**src/rtl/core/vilt_pkg.sv**
```systemverilog
// Package: payload types and register codes for the video line timer.
package vilt_pkg;
	localparam logic [1:0] OP_READ  = 2'd0;
	localparam logic [1:0] OP_WRITE = 2'd1;
	localparam logic [1:0] OP_TICK  = 2'd2;
	localparam logic [3:0] IDX_STATUS  = 4'd0;
	localparam logic [3:0] IDX_WIDTH   = 4'd2;
	localparam logic [3:0] IDX_VINTR   = 4'd3;
	localparam logic [3:0] IDX_CURRENT = 4'd4;
	localparam logic [3:0] IDX_VSYNC   = 4'd6;
	localparam logic [1:0] CFG_CLOCK   = 2'd0;
	localparam logic [1:0] CFG_REFRESH = 2'd1;
	localparam logic [25:0] CLOCK_RESET   = 26'd48681812;
	localparam logic [7:0]  REFRESH_RESET = 8'd60;

	typedef struct packed {
		logic [1:0]  operation;
		logic [3:0]  reg_index;
		logic [31:0] write_data;
		logic [31:0] write_mask;
	} in_item_t;

	typedef struct packed {
		logic [31:0] read_data;
		logic        interrupt_pending;
		logic        frame_pulse;
		logic        status_changed;
		logic        width_changed;
	} out_item_t;
endpackage

```
**src/rtl/core/video_interface_line_timer_regs.sv**
```systemverilog
// Top level: video interface registers with scanline and frame timer.
// Ticks, reads and plain writes pass through S_RD (register file read) and S_EXEC to S_OUT.
// One item at a time, taken only in S_IDLE after the last result is accepted; a v_intr write also passes S_ARM,
// an unarmed read of current S_CUR_WB, an armed one a bit-serial line divide, a changing v_sync write two divides.
// The register file sits in a one-port synchronous memory with registered read.
// Reset: asynchronous; clears control and timer state; the register file is
// cleared by a sweep over all REG_COUNT entries after reset, no item taken meanwhile.
module video_interface_line_timer_regs
	import vilt_pkg::*;
#(
	parameter int REG_COUNT = 14
) (
	input  logic      clk,
	input  logic      arst_n,
	input  logic      in_valid,
	output logic      in_ready,
	input  in_item_t  in_data,
	output logic      out_valid,
	input  logic      out_ready,
	output out_item_t out_data,
	input  logic      cfg_valid,
	output logic      cfg_ready,
	input  logic [1:0]  cfg_index,
	input  logic [31:0] cfg_data
);
	localparam int AW = (REG_COUNT > 8) ? 4 : 3;

	typedef enum logic [3:0] {
		S_CLEAR, S_IDLE, S_RD, S_EXEC, S_VS_RD, S_DIV1, S_DIV2, S_ARM_RD, S_ARM,
		S_CUR_VS, S_DIVL, S_CUR_WB, S_OUT
	} state_t;

	state_t state_q;
	logic [31:0] mem [REG_COUNT];
	logic [31:0] rdata_s1;
	logic        mem_we;
	logic [AW-1:0] mem_addr;
	logic [31:0] mem_wdata;

	logic [25:0] clock_q;
	logic [7:0]  refresh_q;
	in_item_t    item_q;
	out_item_t   res_q;
	logic        field_q, armed_q, irq_q;
	logic [31:0] period_q, tpl_q, tte_q;
	logic [31:0] status_q, vintr_q, vsync_q;
	logic [AW-1:0] clr_q;
	logic [32:0] num_q, quo_q;
	logic [32:0] den_q;
	logic [32:0] rem_q;
	logic [5:0]  cnt_q;
	logic [31:0] line_q;

	logic [31:0] merged;
	logic        idx_ok;
	logic [33:0] rem_sh;
	logic [32:0] lines;
	logic [63:0] prod;

	assign idx_ok = ({1'b0, item_q.reg_index} < 5'(REG_COUNT));
	assign merged = (rdata_s1 & ~item_q.write_mask) | (item_q.write_data & item_q.write_mask);
	assign rem_sh = {rem_q, num_q[32]};
	assign lines  = {1'b0, vsync_q} + 33'd1;
	assign prod   = 64'(lines) * 64'(tpl_q);

	assign in_ready  = (state_q == S_IDLE);
	assign out_valid = (state_q == S_OUT);
	assign cfg_ready = 1'b1;

	always_comb begin
		out_data = res_q;
		out_data.interrupt_pending = irq_q;
	end

	always_comb begin
		mem_we = 1'b0;
		mem_addr = item_q.reg_index[AW-1:0];
		mem_wdata = merged;
		case (state_q)
			S_CLEAR: begin
				mem_we = 1'b1;
				mem_addr = clr_q;
				mem_wdata = '0;
			end
			S_IDLE: mem_addr = in_data.reg_index[AW-1:0];
			S_EXEC: begin
				mem_we = (item_q.operation == OP_WRITE) && idx_ok &&
					(item_q.reg_index != IDX_CURRENT) &&
					!(((item_q.reg_index == IDX_STATUS) || (item_q.reg_index == IDX_WIDTH) ||
					(item_q.reg_index == IDX_VSYNC)) &&
					((rdata_s1 & item_q.write_mask) == (item_q.write_data & item_q.write_mask)));
			end
			S_VS_RD, S_ARM_RD, S_CUR_VS: mem_addr = IDX_VSYNC[AW-1:0];
			S_CUR_WB: begin
				mem_we = 1'b1;
				mem_addr = IDX_CURRENT[AW-1:0];
				mem_wdata = {line_q[31:1], field_q};
			end
			default: ;
		endcase
	end

	always_ff @(posedge clk) begin
		if (mem_we)
			mem[mem_addr] <= mem_wdata;
		rdata_s1 <= mem[mem_addr];
	end

	always_ff @(posedge clk or negedge arst_n) begin
		if (!arst_n) begin
			state_q <= S_CLEAR;
			clr_q <= '0;
			clock_q <= CLOCK_RESET;
			refresh_q <= REFRESH_RESET;
			item_q <= '0;
			res_q <= '0;
			field_q <= 1'b0;
			armed_q <= 1'b0;
			irq_q <= 1'b0;
			period_q <= '0;
			tpl_q <= '0;
			tte_q <= '0;
			status_q <= '0;
			vintr_q <= '0;
			vsync_q <= '0;
			num_q <= '0;
			quo_q <= '0;
			den_q <= '0;
			rem_q <= '0;
			cnt_q <= '0;
			line_q <= '0;
		end else begin
			if (cfg_valid) begin
				if (cfg_index == CFG_CLOCK)
					clock_q <= cfg_data[25:0];
				else if (cfg_index == CFG_REFRESH)
					refresh_q <= cfg_data[7:0];
			end
			case (state_q)
				S_CLEAR: begin
					clr_q <= clr_q + 1'b1;
					if (clr_q == AW'(REG_COUNT - 1))
						state_q <= S_IDLE;
				end
				S_IDLE: begin
					if (in_valid) begin
						item_q <= in_data;
						state_q <= S_RD;
					end
				end
				S_RD: state_q <= S_EXEC;
				S_EXEC: begin
					res_q <= '0;
					state_q <= S_OUT;
					if (item_q.operation == OP_READ) begin
						if (item_q.reg_index == IDX_CURRENT && idx_ok) begin
							line_q <= rdata_s1;
							if (armed_q && tpl_q != 0) begin
								num_q <= {1'b0, period_q - tte_q};
								den_q <= {1'b0, tpl_q};
								rem_q <= '0;
								cnt_q <= '0;
								state_q <= S_DIVL;
							end else
								state_q <= S_CUR_WB;
						end else if (idx_ok)
							res_q.read_data <= rdata_s1;
					end else if (item_q.operation == OP_WRITE) begin
						if (item_q.reg_index == IDX_CURRENT)
							irq_q <= 1'b0;
						else if ((rdata_s1 & item_q.write_mask) !=
							(item_q.write_data & item_q.write_mask)) begin
							if (item_q.reg_index == IDX_STATUS) begin
								res_q.status_changed <= 1'b1;
								status_q <= merged;
							end
							if (item_q.reg_index == IDX_WIDTH)
								res_q.width_changed <= 1'b1;
							if (item_q.reg_index == IDX_VSYNC) begin
								vsync_q <= merged;
								num_q <= {7'd0, clock_q};
								den_q <= {25'd0, (refresh_q == 0) ? 8'd1 : refresh_q};
								rem_q <= '0;
								cnt_q <= '0;
								state_q <= S_DIV1;
							end
						end
						if (item_q.reg_index == IDX_VINTR) begin
							vintr_q <= merged;
							state_q <= S_ARM;
						end
					end else if (item_q.operation == OP_TICK && armed_q) begin
						if (tte_q == 0 || tte_q == 1) begin
							field_q <= field_q ^ status_q[6];
							res_q.frame_pulse <= 1'b1;
							irq_q <= 1'b1;
							if (period_q != 0)
								tte_q <= period_q;
							else begin
								tte_q <= '0;
								armed_q <= 1'b0;
							end
						end else
							tte_q <= tte_q - 1'b1;
					end
				end
				S_DIV1, S_DIV2, S_DIVL: begin
					num_q <= {num_q[31:0], 1'b0};
					if (rem_sh >= {1'b0, den_q}) begin
						rem_q <= 33'(rem_sh - {1'b0, den_q});
						quo_q <= {quo_q[31:0], 1'b1};
					end else begin
						rem_q <= rem_sh[32:0];
						quo_q <= {quo_q[31:0], 1'b0};
					end
					cnt_q <= cnt_q + 1'b1;
					if (cnt_q == 6'd32) begin
						if (state_q == S_DIV1) begin
							num_q <= {(rem_sh >= {1'b0, den_q}) ?
								{quo_q[31:0], 1'b1} : {quo_q[31:0], 1'b0}};
							den_q <= lines;
							rem_q <= '0;
							cnt_q <= '0;
							state_q <= S_DIV2;
						end else if (state_q == S_DIV2) begin
							tpl_q <= (rem_sh >= {1'b0, den_q}) ?
								{quo_q[30:0], 1'b1} : {quo_q[30:0], 1'b0};
							state_q <= S_VS_RD;
						end else begin
							line_q <= (rem_sh >= {1'b0, den_q}) ?
								{quo_q[30:0], 1'b1} : {quo_q[30:0], 1'b0};
							state_q <= S_CUR_VS;
						end
					end
				end
				S_VS_RD: begin
					period_q <= prod[31:0];
					state_q <= S_ARM;
				end
				S_ARM: begin
					if (!armed_q && tpl_q != 0 && vintr_q < vsync_q) begin
						armed_q <= 1'b1;
						tte_q <= period_q;
					end
					state_q <= S_OUT;
				end
				S_CUR_VS: begin
					if (line_q >= vsync_q)
						line_q <= line_q - vsync_q;
					state_q <= S_CUR_WB;
				end
				S_CUR_WB: begin
					res_q.read_data <= {line_q[31:1], field_q};
					state_q <= S_OUT;
				end
				S_OUT: begin
					if (out_ready)
						state_q <= S_IDLE;
				end
				default: state_q <= S_IDLE;
			endcase
		end
	end

	assert property (@(posedge clk) disable iff (!arst_n)
		out_valid && !out_ready |=> out_valid && $stable(out_data))
		else $error("result dropped while stalled");
	assert property (@(posedge clk) disable iff (!arst_n)
		!(in_ready && out_valid))
		else $error("input taken while result pending");
	assert property (@(posedge clk) disable iff (!arst_n)
		(state_q == S_CLEAR) |-> !in_ready && !out_valid)
		else $error("transfer during clearing sweep");
endmodule
```
**config.mk**
```make
export PLATFORM = sky130hd
export DESIGN_NAME = video_interface_line_timer_regs
export DESIGN_NICKNAME = d
export VERILOG_FILES = /design/src/rtl/core/vilt_pkg.sv /design/src/rtl/core/video_interface_line_timer_regs.sv
export SDC_FILE = /design/constraint.sdc
export NUM_CORES = 2
export LEC_CHECK = 0
export BUFFER_PORTS_ARGS = -buffer_cell sky130_fd_sc_hd__buf_2
export CORE_UTILIZATION = 30
export CTS_BUF_LIST = sky130_fd_sc_hd__clkbuf_8
export DETAILED_ROUTE_END_ITERATION = 10
export HOLD_SLACK_MARGIN = 0.08
export SYNTH_ARGS = -nofsm -noshare
export SYNTH_HDL_FRONTEND = slang
export SYNTH_SLANG_ARGS = --single-unit
```
**constraint.sdc**
```tcl
create_clock -name clk -period 20.6 [get_ports clk]
set_input_delay 3.09 -clock clk [delete_from_list [all_inputs] [get_ports clk]]
set_output_delay 3.09 -clock clk [all_outputs]
set_load 0.05 [all_outputs]
```
==> impl_metrics.xml <==
<?xml version="1.0" encoding="UTF-8"?>
<metrics>
  <group name="run_status">
    <metric name="outcome" unit="">finished clean</metric>
  </group>
  <group name="clock_tree">
    <metric name="cts_hold_buf" unit="">0</metric>
    <metric name="clock-sinks" unit="">960</metric>
    <metric name="cts-buffers-inserted" unit="">159</metric>
    <metric name="clk_pin_slew_worst_paths" unit="ns">0.06</metric>
    <metric name="cts.path.max_buffers" unit="">3</metric>
    <metric name="clock_insertion_delay_worst_skew" unit="ns">0.92</metric>
    <metric name="cts-resized-gates" unit="">0</metric>
    <metric name="ctsHtreeMaxLevel" unit="">4</metric>
    <metric name="cts_setup_buffers" unit="">0</metric>
    <metric name="clk_root_buffer_cell" unit="">clkbuf_8</metric>
    <metric name="cts_tree" unit="">done</metric>
  </group>
  <group name="floorplanning">
    <metric name="die_h" unit="um">457</metric>
    <metric name="dieWidth" unit="um">457</metric>
    <metric name="rows" unit="">166</metric>
    <metric name="start_util" unit="%">30.3</metric>
    <metric name="floorplan.io_pins" unit="">148</metric>
    <metric name="dieArea" unit="sq um">209000</metric>
    <metric name="core_region_area" unit="sq um">205000</metric>
  </group>
  <group name="hold_path">
    <metric name="holdCritStartpoint" unit="">out_data[1]</metric>
    <metric name="hold_path.class" unit="">reg -&gt; reg</metric>
  </group>
  <group name="placed_design">
    <metric name="placement.io_buffers" unit="">140</metric>
    <metric name="post_dp_hpwl" unit="um">136000</metric>
    <metric name="dp.cells" unit="">8768</metric>
    <metric name="routability_congestion_estimate" unit="">0.918</metric>
    <metric name="place_area" unit="sq um">66300</metric>
  </group>
  <group name="detailed_routing">
    <metric name="firstDrtPassIters" unit="">5</metric>
    <metric name="drt_first_iter_violations" unit="">3731</metric>
    <metric name="wl_per_cell" unit="um">21.3</metric>
    <metric name="route.vias.total" unit="">46400</metric>
    <metric name="detail_route.drc_violations" unit="">0</metric>
    <metric name="final_antenna_net_count" unit="">0</metric>
    <metric name="wirelength" unit="um">193000</metric>
    <metric name="route.detailed.vias_per_inst" unit="">5.12</metric>
  </group>
  <group name="worst_setup_path">
    <metric name="critical_path.top_delay_family" unit="">adder cells</metric>
    <metric name="startpoint" unit="">vsync_q[0]</metric>
    <metric name="cpMaxStageDelayCell" unit="">nor4_4</metric>
    <metric name="worst-setup-path-type" unit="">reg -&gt; reg</metric>
    <metric name="critical_path.most_common_cell" unit="">fa_1</metric>
    <metric name="cp.arrival" unit="ns">10.66</metric>
    <metric name="required" unit="ns">21.30</metric>
    <metric name="crit_buf_inv" unit="">4</metric>
    <metric name="timing.rr.start" unit="">vsync_q[0]</metric>
    <metric name="critical_path_peak_fanout" unit="">17</metric>
    <metric name="critPathMaxStageDelay" unit="ns">0.71</metric>
    <metric name="end_kind" unit="">register</metric>
    <metric name="worst_setup_path_start_kind" unit="">register</metric>
  </group>
  <group name="power">
    <metric name="ir_worst_vdd" unit="mV">0.109</metric>
    <metric name="static-leakage-power" unit="nW">29.5</metric>
    <metric name="power-per-cell-area" unit="nW/um^2">132</metric>
    <metric name="p_total" unit="W">0.00917</metric>
  </group>
  <group name="run">
    <metric name="maxCapViolCount" unit="">0</metric>
  </group>
  <group name="sta">
    <metric name="setup-violations-final" unit="">0</metric>
    <metric name="maxClockFrequency" unit="GHz">0.100</metric>
    <metric name="tightest_slew" unit="ns">1.21</metric>
    <metric name="tcrit_tclk_final" unit="%">48.3</metric>
    <metric name="hold_viol" unit="">0</metric>
    <metric name="grt_setup_unrepaired" unit="">no</metric>
    <metric name="worst_slew_margin_rel" unit="%">19.0</metric>
    <metric name="maxSlewViolCount" unit="">0</metric>
    <metric name="finalClockSkew" unit="ns">0.0751</metric>
    <metric name="finalHoldWorstSlack" unit="ns">0.462</metric>
    <metric name="fin_tns_setup" unit="ns">0</metric>
    <metric name="min_period" unit="ns">9.96</metric>
  </group>
  <group name="logic_synthesis">
    <metric name="ys_async_rst_share" unit="%">50.0</metric>
    <metric name="ys_ff_latch" unit="">960</metric>
    <metric name="synth_net_count" unit="">6932</metric>
    <metric name="synthesis.area_per_instance" unit="sq um">10.1</metric>
    <metric name="synth.cell_area" unit="sq um">62200</metric>
    <metric name="dominant_cells_by_area_after_synthesis" unit="">edfxtp_1 (22%), dfrtp_1 (19%), fa_1 (13%)</metric>
    <metric name="ys_seq_area_share" unit="%">42.0</metric>
    <metric name="yosys.cell_types.count" unit="">85</metric>
    <metric name="synthesis.instances" unit="">6154</metric>
    <metric name="synth_area_leader_cell" unit="">edfxtp_1</metric>
    <metric name="synth_top_flop_cell" unit="">dfrtp_1</metric>
    <metric name="synth-warning-count" unit="">0</metric>
    <metric name="synth_edf_count" unit="">448</metric>
    <metric name="post-synth-top-area-fraction" unit="%">21.6</metric>
  </group>
  <group name="global_route">
    <metric name="global_route.overflow_total" unit="">0</metric>
    <metric name="grt_pass1_wl" unit="um">292000</metric>
    <metric name="via_count_of_the_first_global_routing_pass" unit="">47100</metric>
    <metric name="grt_usage" unit="%">18.4</metric>
    <metric name="maximum_number_of_pins_on_one_net_before_global_route_repair" unit="">172</metric>
    <metric name="number_of_antenna_violations_at_the_first_check_in_global_routing" unit="">9</metric>
  </group>
  <group name="layout">
    <metric name="fillCellCount" unit="">20800</metric>
    <metric name="final_layout_size_suffix_gt1_share" unit="%">11.6</metric>
    <metric name="post-route-cell-area" unit="sq um">69600</metric>
    <metric name="finalNonFillerCells" unit="">9067</metric>
    <metric name="flow.area_growth_from_synthesis" unit="%">12.0</metric>
    <metric name="fin_nets" unit="">7019</metric>
  </group>
</metrics>
-- registers in the layout, indices dropped and copies added (netlist names), 33 cells and up --
signal and cells:
rem_q 33, item_q 70, out_data 35, num_q 33, mem 448, den_q 33
-- cells by family after synthesis --
group	count (synthesis)	synth area share, %
xor+xnor	230	3.35
compound gates	1251	12.6
flops	960	42.0
buf+inv	865	5.25
mux	190	3.35
other cells	1	0.00603
simple gates	1988	15.0
fa+ha+maj	669	18.4
-- report_power, final --
group          total (W)  internal, W  switching [W]
Clock            0.00177     0.000922       0.000849
Combinational    0.00428      0.00139        0.00289
Sequential       0.00312      0.00267       0.000443
Total            0.00917      0.00499        0.00418
-- cell usage after synthesis, types with 82 or more instances --
library cell and n:
nand2_1 997, inv_1 514, dfrtp_1 462, edfxtp_1 448
fa_1 411, and2_1 356, o21ai_0 353, clkbuf_1 313
a21oi_1 266, ha_1 258, nor2_1 238, a211oi_1 154
a31oi_1 147, mux2_2 145, xnor2_1 136, a21o_1 88
xor2_1 88, nand3_1 82
-- area by class of cell --
class                      instances  area (sq um)  share of cell area, %
antenna                            6          15.0                 0.0216
multi-input combinational       4329         33100                   47.6
clock buffer                     188          2590                   3.72
inverter                         515          1930                   2.78
clock inverter                   105           727                   1.04
timing repair buffer             276          1760                   2.52
tap                             2688          3360                   4.83
sequential                       960         26100                   37.5
-- per-layer routing --
| layer | share of wire, % | wire length (um) | track usage, % |
|---|---|---|---|
| met5 | 0 | 0 | 0 |
| met1 | 41 | 78400 | 22.9 |
| met4 | 5.3 | 10200 | 9.48 |
| met2 | 48 | 92700 | 30.7 |
| met3 | 6.0 | 11500 | 2.84 |
-- cell usage in the layout (no fill, tap or decap), types with 28 or more instances in the layout --
cell      synthesis  routed
a211oi_1        154     154
nor2b_1          70      69
a21o_1           88      88
nor4_1           44      39
nand3_1          82      82
fa_1            411     411
nand2b_1         41      41
nor3_1           47      42
xnor2_1         136     127
a22oi_1          28      28
buf_4             2     134
nor2_1          238     232
edfxtp_1        448     448
xor2_1           88      87
mux2_2          145     145
a31oi_1         147     147
buf_2            10     139
dfrtp_1         462     462
inv_1           514     573
and2_1          356     355
ha_1            258     257
dfxtp_1          32      32
nand2_1         997     992
o21ai_0         353     349
a21oi_1         266     266
mux2i_1          45      45
a311oi_1         34      34
nand4_1          35      35
clkbuf_8          0     188
-- tightest hold or removal path: stages, from the launching register on --
cell	delay [ns]
dfrtp_1	0.34
nand2_1	0.05
nand2_1	0.05
-- path summary, 6_finish.rpt --
check,endpoint,cells past startpoint,slack (ns)
setup / recovery,period_q[30],29,10.64
hold / removal,out_data[1],2,0.46
setup reg to reg,period_q[30],29,10.64
hold reg to reg,out_data[1],2,0.46
max in group asynchronous,item_q[63],3,15.88
min in group asynchronous,rem_q[2],1,2.27
-- metrics by stage --
| stage | util, % | worst slack [ns] |
|---|---|---|
| detailed placement | 32.3 | 10.62 |
| finish | 33.9 | 10.64 |
| global route | 33.9 | 10.18 |
| global placement | 32.3 | 10.71 |
| CTS | 33.9 | 10.55 |
| floorplan | - | 12.21 |
Power figures use the tool's default switching activity.
